**config.mk**
```make
export PLATFORM = sky130hd
export DESIGN_NAME = preemptive_priority_scheduler
export DESIGN_NICKNAME = d
export VERILOG_FILES = /design/src/design/pps_pkg.sv /design/src/design/pps_ram.sv /design/src/design/preemptive_priority_scheduler.sv
export SDC_FILE = /design/constraint.sdc
export NUM_CORES = 1
export LEC_CHECK = 0
export ABC_AREA = 1
export ABC_CLOCK_PERIOD_IN_PS = 5300
export BUFFER_PORTS_ARGS = -buffer_cell sky130_fd_sc_hd__clkbuf_2
export CORE_MARGIN = 10
export CORE_UTILIZATION = 40
export CTS_CLUSTER_DIAMETER = 100
export CTS_CLUSTER_SIZE = 14
export DETAILED_ROUTE_END_ITERATION = 8
export SETUP_SLACK_MARGIN = 0.4
export SLEW_MARGIN = 5
export SYNTH_ARGS = -nofsm -noshare
export SYNTH_HDL_FRONTEND = slang
export SYNTH_SLANG_ARGS = --single-unit
```
**constraint.sdc**
```tcl
create_clock -name clk -period 5.3 [get_ports clk]
set_input_delay 1.06 -clock clk [delete_from_list [all_inputs] [get_ports clk]]
set_output_delay 1.06 -clock clk [all_outputs]
set_load 0.01 [all_outputs]
```
**src/design/pps_pkg.sv**
```systemverilog
// Package for the preemptive priority scheduler: field widths, register map,
// slot table entry layout and the state machine types.
// No dependencies.
package pps_pkg;

  // Default size of the process slot table.
  localparam int MAX_PROCESSES_DEF = 16;

  // Field widths of the words on the two channels.
  localparam int SLOT_W  = 4;
  localparam int ARR_W   = 16;
  localparam int BURST_W = 12;
  localparam int PRI_W   = 8;
  localparam int TIME_W  = 17;
  localparam int CFG_W   = 5;

  // Configuration port.
  localparam int APB_AW = 3;
  localparam int APB_DW = 32;
  localparam logic [APB_AW-1:0] ADDR_PROCESS_COUNT = 3'h0;

  // Time counter saturates here.
  localparam logic [TIME_W-1:0] TIME_MAX = '1;

  // Input commands.
  localparam logic CMD_LOAD = 1'b0;
  localparam logic CMD_TICK = 1'b1;

  // One slot of the process table as held in memory.
  typedef struct packed {
    logic [ARR_W-1:0]   arr;
    logic [BURST_W-1:0] burst;
    logic [PRI_W-1:0]   pri;
    logic [BURST_W-1:0] rem;
  } entry_t;

  localparam int ENTRY_W = $bits(entry_t);

  // Controller states.
  typedef enum logic [1:0] {
    ST_IDLE,
    ST_SCAN,
    ST_FINISH
  } state_t;

  // What the previous tick served.
  typedef enum logic [1:0] {
    LAST_NONE,
    LAST_IDLE,
    LAST_SLOT
  } last_t;

endpackage

```
**src/design/pps_ram.sv**
```systemverilog
// Generic simple dual-port RAM: one write port, one read port with registered
// read data. No dependencies.
module pps_ram #(
  parameter int WIDTH = 8,
  parameter int DEPTH = 16,
  parameter int AW    = (DEPTH > 1) ? $clog2(DEPTH) : 1
) (
  input  logic             clk,
  input  logic             we,
  input  logic [AW-1:0]    waddr,
  input  logic [WIDTH-1:0] wdata,
  input  logic [AW-1:0]    raddr,
  output logic [WIDTH-1:0] rdata
);

  logic [WIDTH-1:0] mem [DEPTH];

  // Write port.
  always_ff @(posedge clk) begin
    if (we) begin
      mem[waddr] <= wdata;
    end
  end

  // Read port, registered read data.
  always_ff @(posedge clk) begin
    rdata <= mem[raddr];
  end

endmodule

```
**src/design/preemptive_priority_scheduler.sv**
```systemverilog
// Preemptive priority scheduler: top level with configuration port, scan controller
// and result register. Depends on pps_pkg and pps_ram.
// A load word is accepted in the idle state and gives no result. A tick word scans
// the active slots, one slot per cycle read through the single read port of the slot
// memory; when every slot is done it skips the scan and goes straight to its result.
// Reset clears control state and the time counter and marks every slot done; the
// slot memory is not cleared.
module preemptive_priority_scheduler #(
  parameter int MAX_PROCESSES = pps_pkg::MAX_PROCESSES_DEF
) (
  input  logic                       clk,
  input  logic                       rst,
  // Configuration port
  input  logic                       psel,
  input  logic                       penable,
  input  logic                       pwrite,
  input  logic [pps_pkg::APB_AW-1:0] paddr,
  input  logic [pps_pkg::APB_DW-1:0] pwdata,
  output logic [pps_pkg::APB_DW-1:0] prdata,
  output logic                       pready,
  // Input channel
  input  logic                       in_valid,
  output logic                       in_ready,
  input  logic                       cmd,
  input  logic [pps_pkg::SLOT_W-1:0] slot,
  input  logic [pps_pkg::ARR_W-1:0]  arrival,
  input  logic [pps_pkg::BURST_W-1:0] burst,
  input  logic [pps_pkg::PRI_W-1:0]  priority_req,
  // Output channel
  output logic                       out_valid,
  input  logic                       out_ready,
  output logic [pps_pkg::SLOT_W-1:0] running_slot,
  output logic                       idle,
  output logic [pps_pkg::TIME_W-1:0] tick_start,
  output logic                       segment_start,
  output logic                       finished,
  output logic [pps_pkg::TIME_W-1:0] completion_time,
  output logic [pps_pkg::TIME_W-1:0] turnaround,
  output logic [pps_pkg::TIME_W-1:0] waiting,
  output logic                       all_done
);

  import pps_pkg::*;

  localparam int IDX_W = (MAX_PROCESSES > 1) ? $clog2(MAX_PROCESSES) : 1;
  localparam int CNT_W = $clog2(MAX_PROCESSES + 1);
  localparam int CMP_W = (CNT_W > CFG_W) ? CNT_W : CFG_W;
  localparam int SL_W  = (CNT_W > SLOT_W) ? CNT_W : SLOT_W;
  localparam logic [CMP_W-1:0] MAX_CMP = CMP_W'(MAX_PROCESSES);
  localparam logic [SL_W-1:0]  MAX_SL  = SL_W'(MAX_PROCESSES);
  localparam logic [CNT_W-1:0] MAX_CNT = CNT_W'(MAX_PROCESSES);

  // True when every slot below cnt is flagged done.
  function automatic logic all_taken(input logic [MAX_PROCESSES-1:0] flags,
                                     input logic [CNT_W-1:0] cnt);
    logic r;
    r = 1'b1;
    for (int i = 0; i < MAX_PROCESSES; i++) begin
      if (!flags[i] && (CNT_W'(i) < cnt)) begin
        r = 1'b0;
      end
    end
    return r;
  endfunction

  state_t                  state, state_next;
  logic [CFG_W-1:0]        process_count;
  logic [CMP_W-1:0]        pc_ext;
  logic [CNT_W-1:0]        act_cnt;
  logic [MAX_PROCESSES-1:0] done_flags;
  logic [MAX_PROCESSES-1:0] done_after;
  logic [TIME_W-1:0]       now_tick;
  logic [TIME_W-1:0]       now_inc;
  last_t                   last_kind;
  logic [IDX_W-1:0]        last_idx;

  logic [CNT_W-1:0]        issue_cnt;
  logic                    issue_more;
  logic                    rd_pend;
  logic [IDX_W-1:0]        rd_idx;
  logic                    found;
  logic [IDX_W-1:0]        best_idx;
  entry_t                  best_ent;
  logic                    tk_all;

  logic                    ram_we;
  logic [IDX_W-1:0]        ram_waddr;
  entry_t                  ram_wdata;
  logic [IDX_W-1:0]        ram_raddr;
  logic [ENTRY_W-1:0]      ram_rdata;
  entry_t                  rd_ent;

  logic                    apb_wr;
  logic                    reg_hit;
  logic                    in_fire;
  logic                    ld_fire;
  logic                    ld_ok;
  logic [SL_W-1:0]         slot_ext;
  logic [IDX_W-1:0]        ld_addr;
  logic                    cand_ok;
  logic                    cand_better;
  logic                    res_fire;
  logic                    serve;
  logic                    serve_fin;
  logic [TIME_W-1:0]       tat;
  logic [TIME_W-1:0]       wt;
  logic [SL_W-1:0]         best_ext;

  logic [SLOT_W-1:0]       r_run;
  logic                    r_idle;
  logic                    r_seg;
  logic                    r_fin;
  logic [TIME_W-1:0]       r_comp;
  logic [TIME_W-1:0]       r_tat;
  logic [TIME_W-1:0]       r_wt;
  logic                    r_all;

  // Configuration register access.
  assign pready  = 1'b1;
  assign reg_hit = (paddr[APB_AW-1:2] == ADDR_PROCESS_COUNT[APB_AW-1:2]);
  assign apb_wr  = psel && penable && pwrite && pready;
  assign prdata  = reg_hit ? APB_DW'(process_count) : '0;

  // Slots taking part, clipped to the table size.
  assign pc_ext  = CMP_W'(process_count);
  assign act_cnt = (pc_ext > MAX_CMP) ? MAX_CNT : pc_ext[CNT_W-1:0];

  // Input handshake and load decode.
  assign in_fire  = in_valid && in_ready;
  assign ld_fire  = in_fire && (cmd == CMD_LOAD);
  assign slot_ext = SL_W'(slot);
  assign ld_ok    = (slot_ext < MAX_SL);
  assign ld_addr  = slot_ext[IDX_W-1:0];

  // Scan: one read issued per cycle, evaluated when its data returns.
  assign issue_more = (state == ST_SCAN) && (issue_cnt < act_cnt);
  assign ram_raddr  = issue_cnt[IDX_W-1:0];
  assign rd_ent     = entry_t'(ram_rdata);
  assign cand_ok    = rd_pend && !done_flags[rd_idx] &&
                      (TIME_W'(rd_ent.arr) <= now_tick);
  assign cand_better = !found || (rd_ent.pri < best_ent.pri) ||
                       ((rd_ent.pri == best_ent.pri) && (rd_ent.arr < best_ent.arr));

  // Tick result arithmetic for the chosen slot.
  assign res_fire  = (state == ST_FINISH) && (!out_valid || out_ready);
  assign serve     = !tk_all && found;
  assign serve_fin = (best_ent.rem <= BURST_W'(1));
  assign now_inc   = (now_tick == TIME_MAX) ? now_tick : now_tick + TIME_W'(1);
  assign tat       = now_inc - TIME_W'(best_ent.arr);
  assign wt        = (tat > TIME_W'(best_ent.burst)) ? tat - TIME_W'(best_ent.burst) : '0;
  assign best_ext  = SL_W'(best_idx);

  // Done flags as they stand after this tick.
  always_comb begin
    done_after = done_flags;
    if (serve && serve_fin) begin
      done_after[best_idx] = 1'b1;
    end
  end

  // Result word fields.
  always_comb begin
    r_run  = '0;
    r_idle = 1'b1;
    r_seg  = 1'b0;
    r_fin  = 1'b0;
    r_comp = '0;
    r_tat  = '0;
    r_wt   = '0;
    r_all  = all_taken(done_after, act_cnt);
    if (tk_all) begin
      r_all = 1'b1;
    end else if (!found) begin
      r_seg = (last_kind != LAST_IDLE);
    end else begin
      r_idle = 1'b0;
      r_run  = best_ext[SLOT_W-1:0];
      r_seg  = !((last_kind == LAST_SLOT) && (last_idx == best_idx));
      if (serve_fin) begin
        r_fin  = 1'b1;
        r_comp = now_inc;
        r_tat  = tat;
        r_wt   = wt;
      end
    end
  end

  // Memory write: a load fills a slot, a served tick writes back its remaining time.
  always_comb begin
    ram_we    = 1'b0;
    ram_waddr = ld_addr;
    ram_wdata = '{arr: arrival, burst: burst, pri: priority_req, rem: burst};
    if (ld_fire && ld_ok) begin
      ram_we = 1'b1;
    end else if (res_fire && serve) begin
      ram_we        = 1'b1;
      ram_waddr     = best_idx;
      ram_wdata     = best_ent;
      ram_wdata.rem = serve_fin ? '0 : best_ent.rem - BURST_W'(1);
    end
  end

  pps_ram #(
    .WIDTH (ENTRY_W),
    .DEPTH (MAX_PROCESSES),
    .AW    (IDX_W)
  ) u_slot_ram (
    .clk   (clk),
    .we    (ram_we),
    .waddr (ram_waddr),
    .wdata (ram_wdata),
    .raddr (ram_raddr),
    .rdata (ram_rdata)
  );

  // Next state and input ready.
  always_comb begin
    state_next = state;
    in_ready   = 1'b0;
    case (state)
      ST_IDLE: begin
        in_ready = 1'b1;
        if (in_fire && (cmd == CMD_TICK)) begin
          state_next = all_taken(done_flags, act_cnt) ? ST_FINISH : ST_SCAN;
        end
      end
      ST_SCAN: begin
        if (!issue_more && !rd_pend) begin
          state_next = ST_FINISH;
        end
      end
      ST_FINISH: begin
        if (res_fire) begin
          state_next = ST_IDLE;
        end
      end
      default: begin
        state_next = ST_IDLE;
      end
    endcase
  end

  // Control state.
  always_ff @(posedge clk) begin
    if (rst) begin
      state         <= ST_IDLE;
      process_count <= '0;
      done_flags    <= '1;
      now_tick      <= '0;
      last_kind     <= LAST_NONE;
      last_idx      <= '0;
      issue_cnt     <= '0;
      rd_pend       <= 1'b0;
      rd_idx        <= '0;
      found         <= 1'b0;
      best_idx      <= '0;
      tk_all        <= 1'b0;
      out_valid     <= 1'b0;
    end else begin
      state <= state_next;

      if (apb_wr && reg_hit) begin
        process_count <= pwdata[CFG_W-1:0];
      end

      // A load restarts the schedule.
      if (ld_fire && ld_ok) begin
        done_flags[ld_addr] <= 1'b0;
        now_tick            <= '0;
        last_kind           <= LAST_NONE;
      end

      // Start of a tick.
      if (in_fire && (cmd == CMD_TICK)) begin
        issue_cnt <= '0;
        rd_pend   <= 1'b0;
        found     <= 1'b0;
        tk_all    <= all_taken(done_flags, act_cnt);
      end

      // Slot scan.
      if (state == ST_SCAN) begin
        rd_pend <= issue_more;
        if (issue_more) begin
          issue_cnt <= issue_cnt + CNT_W'(1);
          rd_idx    <= issue_cnt[IDX_W-1:0];
        end
        if (cand_ok && cand_better) begin
          found    <= 1'b1;
          best_idx <= rd_idx;
        end
      end

      // Commit the tick.
      if (res_fire && !tk_all) begin
        now_tick <= now_inc;
        if (!found) begin
          last_kind <= LAST_IDLE;
        end else if (serve_fin) begin
          last_kind            <= LAST_NONE;
          done_flags[best_idx] <= 1'b1;
        end else begin
          last_kind <= LAST_SLOT;
          last_idx  <= best_idx;
        end
      end

      if (res_fire) begin
        out_valid <= 1'b1;
      end else if (out_ready) begin
        out_valid <= 1'b0;
      end
    end
  end

  // Best candidate contents and result word.
  always_ff @(posedge clk) begin
    if ((state == ST_SCAN) && cand_ok && cand_better) begin
      best_ent <= rd_ent;
    end
    if (res_fire) begin
      running_slot    <= r_run;
      idle            <= r_idle;
      tick_start      <= now_tick;
      segment_start   <= r_seg;
      finished        <= r_fin;
      completion_time <= r_comp;
      turnaround      <= r_tat;
      waiting         <= r_wt;
      all_done        <= r_all;
    end
  end

  // A completing tick leaves its slot marked done.
  a_finish_marks_done: assert property (@(posedge clk) disable iff (rst)
    (res_fire && serve && serve_fin) |=> done_flags[$past(best_idx)])
    else $error("completed slot not marked done");

  // A completion is never reported on an idle tick.
  a_finish_not_idle: assert property (@(posedge clk) disable iff (rst)
    (out_valid && finished) |-> !idle)
    else $error("finished result reported as idle");

  // The slot memory is not written while a scan reads it.
  a_no_write_in_scan: assert property (@(posedge clk) disable iff (rst)
    (state == ST_SCAN) |-> !ram_we)
    else $error("slot memory written during scan");

  // Once every slot is done, a tick leaves time where it was.
  a_all_done_holds_time: assert property (@(posedge clk) disable iff (rst)
    (res_fire && tk_all) |=> $stable(now_tick))
    else $error("time advanced after all slots were done");

endmodule

```
-- Word level (Yosys, flattened, before mapping)
Memory sizes are Yosys's and may differ from the RTL's. A register that Yosys moved wholly into a read port is not among the register bits.
Cells that the tools add are included.
- add/subtract/negate cells: 5
- $lt $le $gt $ge: 29
- equality and inequality tests: 10
- multiplexer cells: 83
- bitwise operators: 9
- reduce and logical (&&, ||, !) cells: 108
- operators with widths (cell ; number):
    $mux 16 ; 6
    $mux 48 ; 2
    $logic_and 1x1->1 ; 55
    $mux 1 ; 52
    $mux 17 ; 3
    $lt 4x5->1 const A ; 8
    $logic_not 1->1 ; 39
    $or 16x16->16 ; 2
    $mux 5 ; 5
    $lt 3x5->1 const A ; 4
    $lt 4x5->1 const B ; 4
    $add 17x1->17 const B ; 1
    $eq 17x17->1 const B ; 1
    $gt 17x12->1 ; 1
    $le 16x17->1 ; 1
    $sub 17x12->17 ; 1
    $sub 17x16->17 ; 1
    $and 16x16->16 ; 1
    $lt 16x16->1 ; 1
    $mux 2 ; 8
    $not 16->16 ; 1
    $le 12x1->1 const B ; 1
    $mux 12 ; 1
    $sub 12x1->12 const B ; 1
    other kinds (26) ; 44
- bits in registers: 187
- memory bits (writable): 768
- input port bits: 83
- memories kept: 1
- memory list (memory ; words ; bits a word ; rd ports ; clocked after memory_dff ; wr ports ; line ; source):
    u_slot_ram.mem ; 16 ; 48 ; 1 ; 1 ; 1 ; pps_ram.sv:16 ; logic [WIDTH-1:0] mem [DEPTH];

-- Depth between registers and ports, before layout
Gate-level depths: netlist of run 1.
- depth after elaboration: 25
- mapped depth: 31
- mapped depth without buffers: 30

-- Modules after synthesis
A second synthesis of run 1 with hierarchy kept.
- cell total of the unflattened synthesis: 4616
- area total of the unflattened synthesis: 45760.1 um^2
- by module, submodules not included (module ; times used ; cells each ; area each (um^2) ; sequential area each (um^2)):
    pps_ram ; 1 ; 3165 ; 33988.8 ; 24023.0
    preemptive_priority_scheduler ; 1 ; 1451 ; 11771.3 ; 4984.8

-- Worst setup path after synthesis of run 1
OpenSTA, ideal clock, no wires.
- path type: input to register
- start point: input port out_ready
- end point: memory u_slot_ram.mem[4][0] in the netlist's numbering, enable pin
- setup time: 0.454 ns
- arrival time: 4.076 ns
- data required time: 4.846 ns
- slack: 0.770 ns
- cell stages on the path: 11
- cell sequence: nor2_1 -> inv_1 -> nand2_1 -> nor2_1 -> inv_2 -> buf_2 -> nand2_1 -> o21ai_0 -> inv_1 -> nand2_1 -> nor2_1
- cells in the longest elaborated chain, start to end: 7
- RTL lines (what ; line ; source):
    start, declared ; preemptive_priority_scheduler.sv:31 ; input logic out_ready,
    $logic_or 1x1->1 (*) ; preemptive_priority_scheduler.sv:145 ; assign res_fire = (state == ST_FINISH) && (!out_valid || out_ready);
    $logic_and 1x1->1 (*) ; preemptive_priority_scheduler.sv:145 ;
    $logic_and 1x1->1 (*) ; preemptive_priority_scheduler.sv:195 ; end else if (res_fire && serve) begin
    $mux 1 ; preemptive_priority_scheduler.sv:195 ;
    $mux 1 ; preemptive_priority_scheduler.sv:193 ; if (ld_fire && ld_ok) begin
    $mux 1 ; pps_ram.sv:20 ; if (we) begin
    $mux 1 (not written as such) ; pps_ram.sv:21 ; mem[waddr] <= wdata;
    end, declared ; pps_ram.sv:16 ;
Every way passes the cells marked *; elsewhere a longest branch is shown, timed or not.

-- Worst setup path in the final report of run 1
- start point: register now_tick[1]
- end point: register waiting[15] in the netlist's numbering, data pin
- cells in the longest elaborated chain, start to end: 6
- RTL lines (what ; line ; source):
    start, declared ; preemptive_priority_scheduler.sv:72 ; logic [TIME_W-1:0] now_tick;
    start signal, assigned ; preemptive_priority_scheduler.sv:296 ; now_tick <= now_inc;
    $add 17x1->17 / $eq 17x17->1 (equally long branches) ; preemptive_priority_scheduler.sv:148 ; assign now_inc = (now_tick == TIME_MAX) ? now_tick : now_tick + TIME_W'(1);
    $mux 17 (*) ; preemptive_priority_scheduler.sv:148 ;
    named net now_inc[2] ; preemptive_priority_scheduler.sv:73 ; logic [TIME_W-1:0] now_inc;
    $sub 17x16->17 (*) ; preemptive_priority_scheduler.sv:149 ; assign tat = now_inc - TIME_W'(best_ent.arr);
    named net tat[9] ; preemptive_priority_scheduler.sv:105 ; logic [TIME_W-1:0] tat;
    $gt 17x12->1 ; preemptive_priority_scheduler.sv:150 ; assign wt = (tat > TIME_W'(best_ent.burst)) ? tat - TIME_W'(best_ent.burst) : '0;
    $not 1->1 (no line) ; -- ;
    $reduce_or 4->1 (no line) ; -- ;
    end signal, assigned ; preemptive_priority_scheduler.sv:329 ; waiting <= r_wt;
    end, declared ; preemptive_priority_scheduler.sv:39 ; output logic [pps_pkg::TIME_W-1:0] waiting,
Mark *: on every way through the listed nets, which the timed path passes. The rest lies on a longest branch.
A chain may end at the register's enable or synchronous reset.

==> results.yml, run 1 <==
drt:
  dr.pass1.iters: 5
  ant_nets: 0
  wire_per_inst_um: 22.07
  vias_per_cell: 5.387
  drtIter0Drc: 2856
  routed_wl_um: 113000
  vias: 27570
  drc: 0
clock_network:
  insertion_delay_ns: 0.68
  cts_root_buf: "clkbuf_16"
  cts_buffer_depth: 3
  clock_sinks: 1003
  cts_tree: "done"
  cts-buffers-inserted: 81
  h-tree-depth: 3
  clkTransAtPathRegs_ns: 0.07
critical_path:
  cp.arrival_ns: 4.99
  reg2reg_slack_ns: 0.72
  end_kind: "flop"
  cp.required_ns: 5.71
  critPathMaxStageDelay_ns: 0.43
  path_class: "reg2reg"
  cp_slowest_cell: "ha_1"
  crit_top_cell: "nand2_1"
  cp-start-kind: "flop"
  crit_fanout: 21
place:
  place_congestion: 0.9170
  port_buffers: 136
  dp_hpwl_um: 65880
  dp_slack_ns: 0.2622
sta:
  fin_crit_ns: 4.577
  setup_ws_ns: 0.7229
  worst_slew_pin_slew_ns: 1.182
  fmax_mhz: 218.5
  final_hold_viol_count: 0
  max-slew-margin-rel_pct: 21.18
  rsz0062_at_grt: "no"
  setup_viol: 0
  period_share_pct: 86.36
  setup_tns_ns: 0
  maxSlewViolCount: 0
  fin_skew_ns: 0.03407
synth:
  synth.distinct_cells: 50
  synth_ff_type: "edfxtp_1"
  netlist_instances: 3530
  async_reset_ff_share_pct: 0
  synth_area_leaders: "edfxtp_1 (63%), dfxtp_1 (5.3%), nor2_1 (5.1%), nand2_1 (3.9%), o21ai_0 (3.4%)"
  seq_area_frac_synth_pct: 68.73
  avgSynthCellArea_um2: 11.96
  synth_area_leader_cell: "edfxtp_1"
  synthDominantCellAreaShare_pct: 63.46
  ys_ff_latch: 1003
  syn_area_um2: 42210
  synth-warning-count: 0
  synth_edf_count: 892
die:
  die_x_um: 344.8
  core.rowCount: 119
  die_y_um: 344.8
  die_area_um2: 118900
  start_util_pct: 40.21
  ioPinCount: 194
  coreArea_um2: 105000
global_routing:
  antenna_found_initial: 6
  grt_max_degree: 198
  overflow: 0
  grt_pass1_wl_um: 166800
  grt_pass1_vias: 26140
  grt_util_all_layers_pct: 18.51
power_and_ir_drop:
  peakVddDrop_v: 0.0002355
  power_leakage_nw: 16.26
  p_per_area_nw_per_um2: 313.6
layout:
  diodes: 0
  num-fill-cells: 9534
  syn_to_final_growth_pct: 11.93
  drive_above_1_share_pct: 10.92
  final_common_cell: "edfxtp_1"
  fin_nets: 3824
  layout_common_cells: "edfxtp_1 (892), nor2_1 (552), nand2_1 (433)"
run:
  drv_cap: 0
run_status:
  status: "finished clean"
worst_hold_path:
  hold_path_class: "reg2reg"
[state kept, by name (all words and copies together), names as in the netlist, 2 cells and up]
| name | flops |
|---|---|
| completion_time | 17 |
| state | 2 |
| pc_ext | 5 |
| running_slot | 4 |
| best_idx | 4 |
| now_tick | 17 |
| u_slot_ram.mem | 768 |
| rd_idx | 4 |
| turnaround | 17 |
| last_kind | 2 |
| tick_start | 17 |
| waiting | 17 |
| issue_cnt | 5 |
| done_flags | 16 |
| last_idx | 4 |
| best_ent | 48 |
| u_slot_ram.rdata | 48 |
[critical path, delay by kind of cell, from the launching register on]
family	cells	cell delay, ns
AND/OR/NAND/NOR	18	1.76
buffers and inverters	3	0.34
flip-flops	1	0.38
adder cells (fa/ha/maj)	3	0.99
XOR/XNOR	1	0.23
AO/OA/AOI/OAI	3	0.64
[worst paths after layout]
kind	start	endpoint	depth (start not counted)
min	u_slot_ram.rdata[29]	best_ent[29]	0
min reg2reg	u_slot_ram.rdata[29]	best_ent[29]	0
max reg2reg	now_tick[1]	waiting[15]	28
max	now_tick[1]	waiting[15]	28
[cells by family (layout without fill, tap and decap cells)]
group,count (synthesis),after routing,synth area share [%]
xor gates and xnor gates,48,48,1.049
other,2,28,0.01779
buffers and inverters,421,591,4.192
DFF,1003,1003,68.73
and+or+nand+nor,1249,1250,12.11
adders and majority gates,77,77,2.318
muxes,81,81,1.921
AOI/OAI and AO/OA,649,649,9.670
[synth_stat cells, types with 2 or more instances]
| master | number |
|---|---|
| clkbuf_1 | 134 |
| mux2i_1 | 81 |
| o21a_1 | 2 |
| buf_1 | 7 |
| o32ai_1 | 111 |
| nor3_2 | 2 |
| o21ai_1 | 4 |
| buf_2 | 30 |
| a211oi_1 | 2 |
| o21bai_1 | 10 |
| o21ai_0 | 288 |
| nor4_1 | 6 |
| inv_1 | 206 |
| inv_2 | 7 |
| conb_1 | 2 |
| nand3b_1 | 2 |
| edfxtp_1 | 892 |
| xor2_1 | 30 |
| o211ai_1 | 17 |
| o221ai_1 | 81 |
| nand2_1 | 433 |
| fa_1 | 2 |
| buf_6 | 2 |
| nor2_4 | 2 |
| xnor2_1 | 15 |
| nor3_1 | 22 |
| clkinv_1 | 2 |
| nand2_2 | 13 |
| nor2_1 | 571 |
| nand3_2 | 3 |
| a31oi_1 | 5 |
| nor2_2 | 16 |
| nand3_1 | 161 |
| buf_4 | 32 |
| a21oi_1 | 112 |
| nand4_1 | 13 |
| xor2_2 | 3 |
| dfxtp_1 | 111 |
| o22ai_1 | 13 |
| ha_1 | 75 |
[area by class of cell]
class,count,area (µm²),area share (%)
Clock buffer,138,2241,4.743
Clock inverter,8,131.4,0.2781
Inverter,215,814.5,1.724
Multi-Input combinational cell,2133,11760,24.89
Sequential cell,1003,29020,61.43
Tap cell,1391,1740,3.684
Timing Repair Buffer,230,1536,3.252
[where the power goes]
group	switching, W	internal (W)	total [W]	leakage, nW
Clock	0.00278	0.00291	0.00569	1.12
Sequential	0.0000256	0.00868	0.00870	8.96
Combinational	0.000313	0.000108	0.000421	6.18
[per-layer routing]
metal  up-vias  wire [µm]  track usage, %  part of all wire, %
met5         -          0               0                    0
met4         0       3360           6.190                  3.0
met3       174       8309           3.089                  7.4
met2       931      51150           29.15                   45
met1     13570      50150           25.85                   44
li1      12900          -               -                    -
[through the flow]
| stage | hold WS (ns) | std cells | area, µm² | util (%) | power, W |
|---|---|---|---|---|---|
| after detailed placement | 0.3906 | 4970 | 44770 | 42.65 | 0.009299 |
| final | 0.3876 | 5118 | 47250 | 45.01 | 0.01482 |
| after global routing | 0.4098 | 5118 | 47250 | 45.01 | 0.01527 |
| after global placement | 0.3865 | 4970 | 44770 | 42.65 | 0.009295 |
| after CTS | 0.3896 | 5116 | 47150 | 44.91 | 0.01493 |
| after floorplan | 0.3855 | 3556 | 42310 | - | 0.009103 |
[repair_timing]
action | in CTS | in global routing
setup endpoints to repair | 17 | 17
resized for setup | 2 | 14
gates cloned | 0 | 1
hold buffers | 0 | 0
buffers inserted | 0 | 1
pin swaps | 0 | 4
Note: power is estimated with default switching activity, not from simulation.
==> inputs of run 2 (changes only) <==
Settings changed: BUFFER_PORTS_ARGS -buffer_cell sky130_fd_sc_hd__clkbuf_2 to unset, DONT_BUFFER_PORTS set to 1.
==> run 2 against run 1 <==
Clock-buffer cell count unchanged. Die area unchanged. Combinational power down 20%. Global-route usage down 0.18 points. First-iteration DRC count down 3.0%. Utilization down 0.70 points. Total power down 0.62%. Sequential share of layout area up 0.96 points.
==> results.yml, run 2 (same netlist as run 1, synthesis figures left out) <==
die:
  start_util_pct: 40.21
  coreArea_um2: 105000
  die_x_um: 344.8
  ioPinCount: 194
  core.rowCount: 119
  die_y_um: 344.8
  die_area_um2: 118900
sta:
  fin_skew_ns: 0.02745
  fmax_mhz: 216.9
  max-slew-margin-rel_pct: 19.27
  period_share_pct: 86.98
  rsz0062_at_grt: "no"
  setup_viol: 0
  setup_tns_ns: 0
  maxSlewViolCount: 0
  final_hold_viol_count: 0
  fin_crit_ns: 4.610
  worst_slew_pin_slew_ns: 1.211
clock_network:
  cts_buffer_depth: 3
  insertion_delay_ns: 0.65
  cts-buffers-inserted: 81
  clkTransAtPathRegs_ns: 0.07
  clock_sinks: 1003
  cts_root_buf: "clkbuf_16"
  cts_tree: "done"
  h-tree-depth: 3
critical_path:
  end_kind: "flop"
  cp.arrival_ns: 5.01
  cp-start-kind: "flop"
  reg2reg_from: "now_tick[3]"
  reg2reg_slack_ns: 0.69
  r2r-end: "waiting[1]"
  crit_fanout: 8
  cp.required_ns: 5.70
  rr_worst_depth: 27
  path_class: "reg2reg"
layout:
  largest_register: "u_slot_ram.mem"
  drive_above_1_share_pct: 7.418
  fin_cells: 4978
  fin_nets: 3686
  largest_reg_flops: 768
  layout_common_cells: "edfxtp_1 (892), nor2_1 (552), nand2_1 (433)"
  final_common_cell: "edfxtp_1"
  syn_to_final_growth_pct: 10.20
  reg_top3: "u_slot_ram.mem: 768 flops, best_ent: 48 flops, u_slot_ram.rdata: 48 flops"
worst_hold_path:
  hold_path_class: "reg2reg"
  hold_path_depth: 0
  hold_end: "best_ent[9]"
  hold_start: "u_slot_ram.rdata[9]"
drt:
  wire_per_inst_um: 22.55
  dr.pass1.iters: 6
  vias: 27030
  drc: 0
  routed_wl_um: 112300
  drtIter0Drc: 2771
  ant_nets: 0
  vias_per_cell: 5.430
power_and_ir_drop:
  power_leakage_nw: 15.67
  peakVddDrop_v: 0.0002643
  p_per_area_nw_per_um2: 316.6
place:
  dp.cells: 4830
  dp_hpwl_um: 65110
  port_buffers: 0
  place_congestion: 0.8888
run_status:
  status: "finished clean"
global_routing:
  overflow: 0
  antenna_found_initial: 6
  grt_util_all_layers_pct: 18.33
  grt_pass1_vias: 25400
  grt_max_degree: 209
  grt_pass1_wl_um: 165800
run:
  drv_cap: 0
-- run 2: where the power goes --
part           leakage (nW)  internal, W  switching (W)  total [W]
clock                  1.12      0.00294        0.00271    0.00566
combinational          5.59    0.0000723       0.000265   0.000337
sequential             8.96      0.00868      0.0000509    0.00873
total                  15.7       0.0117        0.00303     0.0147
-- run 2: layer usage --
metal | GRT usage, % | up-vias | routed length [µm]
met1 | 25.38 | 13450 | 49260
met5 | 0 | - | 50
li1 | - | 12620 | -
met4 | 3.536 | 8 | 1488
met2 | 30.69 | 858 | 54340
met3 | 2.569 | 102 | 7134
-- run 2: worst max path at each step --
stage,start,cells past startpoint,slack (ns),endpoint
floorplan,out_ready,11,0.77,u_slot_ram.mem[4][0]
global placement,now_tick[1],28,0.50,waiting[16]
detailed placement,now_tick[1],28,0.35,waiting[4]
CTS,now_tick[1],28,0.41,waiting[3]
global route,now_tick[1],28,0.41,waiting[3]
finish,now_tick[3],27,0.69,waiting[1]
-- run 2: area by class of cell --
class / count / area (µm²)
flip-flops and latches: 1003 / 29020
fillers: 9529 / 58450
repair buffers: 92 / 832.0
inverters: 215 / 814.5
clock buffers: 138 / 2283
well taps: 1391 / 1740
diodes: 1 / 2.502
multi-input cells: 2133 / 11740
clock inverters: 5 / 82.58
-- run 2: repair_timing --
item | 4_1_cts | 5_1_grt
endpoints found under the setup margin | 17 | 17
pin swaps | 0 | 6
buffers inserted | 0 | 3
endpoints found under the hold margin | 0 | 0
gates resized for setup | 1 | 12
cloned | 0 | 1
hold buffers | 0 | 0
-- run 2: worst max-delay path, cell delays in order (launching register included) --
cell and delay (ns):
dfxtp_1 0.48, nand3_1 0.17, nor2_4 0.15, nand3_2 0.09, nor2_2 0.12, nand2_1 0.12, xor2_2 0.27, inv_1 0.09
ha_1 0.24, fa_1 0.39, inv_1 0.12, nand3_1 0.08, nand3_1 0.15, nand2_1 0.08, nand3_2 0.09, nand2_1 0.05
nand2_1 0.09, xor2_2 0.23, ha_4 0.26, a21oi_1 0.15, a21boi_1 0.19, nand3_1 0.13, nand2_1 0.08, nand2_1 0.08
nand2_1 0.12, nand3_4 0.13, nand2_4 0.17, nor2_1 0.06
-- run 2: per-stage QoR --
| step | power [W] | hold WS [ns] | area [µm²] | setup slack (ns) | util (%) |
|---|---|---|---|---|---|
| after floorplan | 0.009103 | 0.3855 | 42310 | 0.7704 | - |
| final | 0.01473 | 0.4034 | 46510 | 0.6900 | 44.31 |
| after CTS | 0.01486 | 0.4048 | 46420 | 0.4096 | 44.22 |
| after global placement | 0.009237 | 0.3869 | 44050 | 0.4973 | 41.96 |
| after detailed placement | 0.009244 | 0.3887 | 44050 | 0.3495 | 41.96 |
| after global routing | 0.01519 | 0.4063 | 46510 | 0.4071 | 44.31 |
